## config.mk

```make
export PLATFORM = sky130hd
export DESIGN_NAME = ras_ram
export DESIGN_NICKNAME = d
export VERILOG_FILES = /design/src/hdl/ras_ram.sv
export SDC_FILE = /design/constraint.sdc
export NUM_CORES = 1
export LEC_CHECK = 0
export BUFFER_PORTS_ARGS = -buffer_cell sky130_fd_sc_hd__buf_2
export CORE_MARGIN = 5
export CORE_UTILIZATION = 50
export DETAILED_ROUTE_END_ITERATION = 12
export PLACE_DENSITY_LB_ADDON = 0.12
export SYNTH_ARGS = -nofsm -noshare
export SYNTH_HDL_FRONTEND = slang
export SYNTH_SLANG_ARGS = --single-unit
```

## constraint.sdc

```tcl
create_clock -name clk -period 2.8 [get_ports clk]
set_input_delay 0.42 -clock clk [delete_from_list [all_inputs] [get_ports clk]]
set_output_delay 0.42 -clock clk [all_outputs]
set_load 0.03 [all_outputs]
```

## src/hdl/ras_ram.sv

```systemverilog
module ras_ram #(
  parameter int WIDTH = 8,
  parameter int DEPTH = 64
) (
  input  logic                     clk,
  input  logic                     we,
  input  logic [$clog2(DEPTH)-1:0] waddr,
  input  logic [WIDTH-1:0]         wdata,
  input  logic [$clog2(DEPTH)-1:0] raddr,
  output logic [WIDTH-1:0]         rdata
);

  logic [WIDTH-1:0] mem [DEPTH];

  always_ff @(posedge clk) begin
    if (we) begin
      mem[waddr] <= wdata;
    end
    rdata <= mem[raddr];
  end

endmodule

```

## After elaboration in Yosys (flattened, before gate mapping)

Memories as Yosys holds them, arrays and structs flattened. A register that Yosys moved wholly into a read port is not among the register bits.
Index checks and enable logic that the tools add are counted.

| cells by class | value |
|---|---|
| multiplexer cells | 2 |

Operators by type and width:

| kind | count |
|---|---|
| $mux 1 | 2 |

| storage, ports and cells | value |
|---|---|
| flip-flop bits (word level) | 0 |
| RAM bits | 512 |
| output and inout port bits | 8 |
| logic and storage cells | 3 |
| memories kept | 1 |

Memories:

| memory | depth | bits a word | read ports | clocked after memory_dff | write ports | line | source |
|---|---|---|---|---|---|---|---|
| mem | 64 | 8 | 1 | 1 | 1 | 13 | `logic [WIDTH-1:0] mem [DEPTH];` |

## Logic depth before layout (Yosys ltp)

| depth | value |
|---|---|
| word-level depth | 2 |
| mapped depth | 9 |
| gate-level depth less buffers | 5 |

## Worst setup path before layout

Ideal clock, no wire load.

| path | value |
|---|---|
| path type | input to register |
| start point | input port raddr[1] |
| end point | register rdata[3], read port of mem |
| arrival time | 1.960 ns |
| data required time | 2.672 ns |
| setup slack | 0.712 ns |
| cell stages on the path | 7 |
| path through | buf_4 > buf_2 > buf_2 > mux4_2 > mux4_2 > o21ai_1 > o41ai_1 |

RTL lines:

| element | line | source |
|---|---|---|
| start, declared | 9 | `input logic [$clog2(DEPTH)-1:0] raddr,` |
| end, declared | 10 | `output logic [WIDTH-1:0] rdata` |

==> flow_summary.yaml <==
power:
  ir_drop_mv: 0.558
  power_density_nw_per_um2: 683
  p_leak_uw: 0.00750
synth:
  ys_types: 40
  synth_most_common_cell: "edfxtp_1"
  synth_edf_count: 512
  yosys.area.top_type: "edfxtp_1"
  ys.flop_type: "edfxtp_1"
  yosysSeqAreaShare: 0.770
  ys_warn_count: 0
  ys_top_cells_by_count: "edfxtp_1, mux4_2, nor2_1"
  synth_top_area_frac: 0.762
  syn-instance-count: 940
  ys_async_sr_fraction: 0
  ys_top_cells_by_area: "edfxtp_1, mux4_2, nor2_1"
  synth-seq-cells: 520
  synth_nets: 962
  synthesis.area_um2: 20200
  synth_area_per_cell_um2: 21.5
placed_design:
  place_congestion: 0.844
  dp_hpwl_mm: 29.5
  place_area_um2: 21700
  portBuffers: 29
sta:
  fmax_ghz: 0.445
  tightestPinTransition_ns: 0.796
  setup_viol: 0
  hold_violations: 0
  slew_headroom: 0.468
  rsz0062_at_grt: "no"
  period_minus_slack_ns: 2.25
  skew_ns: 0.0127
  maxSlewViolCount: 0
  post-route-period-util: 0.803
  fin_setup_tns_ns: 0
critical_path:
  endpoint_kind: "register"
  path_class: "register to register"
  worst-path-max-fanout: 1
  critical_path.top_delay_family: "multiplexers"
  cp.arrival_ns: 2.71
  start_kind: "register"
  slowest_delay_ns: 0.47
  crit_required_ns: 3.26
  cpMaxStageDelayCell: "mux4_2"
  worstPathCellList: "mux4_2 -> mux2_2 -> o221a_2 -> nor3_1 -> buf_4 -> o32ai_1"
  path_buf_inv: 1
cts:
  clockBufferDepth: 3
  cts.sinks: 520
  numCtsBuffers: 52
  htree_levels: 2
  hold_buffers: 0
  path_clk_slew_ns: 0.06
  cts_resized: 0
  clk_latency_ns: 0.59
  clockRootBuffer: "clkbuf_16"
  postCtsSetupBuffers: 0
  cts_tree: "done"
detailed_routing:
  routed_wl_mm: 45.8
  num_vias: 9748
  drc: 0
  firstDrtPassIters: 5
  postRouteAntennaNets: 0
  vias_per_cell: 5.88
  first_iter_violations: 947
  wl_per_cell_um: 27.6
cells_and_area:
  final_area_um2: 23300
  diodes: 0
  area_growth_pct: 15.3
  nets: 1114
  drive_above_1_share: 0.314
job:
  cap_violations: 0
die:
  die_w_um: 211
  rows: 73
  core_area_um2: 39800
  fp.dieH_um: 211
  start_util: 0.506
  die_area_um2: 44400
  io_pins: 30
grt:
  grt_usage: 0.211
  grt_pass1_vias: 10100
  grt_pass1_wl_mm: 68.3
  antenna_found_initial: 0
  grt_max_degree: 65
  grt_overflow: 0
worst_hold_path:
  hold_path.class: "input port to register"
outcome:
  status: "finished clean"
## metrics by stage
stage | setup WS (ns) | hold WS [ns] | cells | util | total power (uW)
floorplan | 0.712 | 0.519 | 940 | - | 9280
global placement | 0.151 | 0.795 | 1563 | 0.545 | 9690
detailed placement | 0.134 | 0.816 | 1563 | 0.545 | 9700
CTS | 0.521 | 0.265 | 1657 | 0.584 | 16000
global route | 0.504 | 0.305 | 1657 | 0.584 | 16400
finish | 0.551 | 0.306 | 1657 | 0.584 | 15900
## tightest hold or removal path: stages
cell and delay, ns:
buf_2 0.21, nand3_1 0.13, o32ai_1 0.07
## layout by cell type (no fill, tap or decap), types with 3 or more instances in the layout
cell	count
clkinv_1	12
clkbuf_16	53
nor2_1	83
nor3_1	7
o2111ai_1	3
nand2b_1	7
mux2i_1	23
a221oi_1	6
buf_2	26
dfxtp_1	8
nand3b_1	3
mux4_2	126
buf_4	110
clkbuf_1	16
mux2_2	13
nand3_1	13
nor2b_1	14
o2bb2ai_1	3
o221ai_1	8
a22oi_1	3
a211oi_1	4
clkinv_2	9
nand2_1	19
o22ai_1	8
buf_12	12
edfxtp_1	512
a21oi_1	3
## final timing paths
kind	startpoint	end	slack (ns)	cells past startpoint
max reg2reg	mem[28][6]	rdata[6]	0.55	6
max	mem[28][6]	rdata[6]	0.55	6
min	raddr[5]	rdata[6]	0.31	3
min reg2reg	mem[22][2]	rdata[2]	0.82	4
## logic make-up after synthesis
logic type | Yosys count | synth area share
AOI/OAI and AO/OA | 54 | 0.0207
buffers and inverters | 51 | 0.0157
DFF | 520 | 0.770
muxes | 162 | 0.159
and+or+nand+nor | 153 | 0.0339
## per-layer routing
layer | track usage | vias to the layer above | part of all wire
li1 | - | 4229 | -
met1 | 0.316 | 5165 | 0.44
met2 | 0.328 | 289 | 0.48
met3 | 0.0365 | 65 | 0.057
met4 | 0.0572 | 0 | 0.021
met5 | 0 | - | 0
## sequential cells by signal (all words and copies together), names as in the netlist
signal,flops
mem,512
rdata,8
## power by group
part | internal [uW] | switching, uW | total [uW]
combinational | 349 | 535 | 884
sequential | 8610 | 27.1 | 8640
clock | 3580 | 2770 | 6350
total | 12500 | 3340 | 15900
## area by class of cell
type	count	area [um^2]
Timing Repair Buffer	149	1210
Multi-Input combinational cell	369	4320
Clock buffer	70	1400
Fill cell	2923	16600
Sequential cell	520	15500
Clock inverter	24	138
Tap cell	525	657
Power figures use the tool's default switching activity.
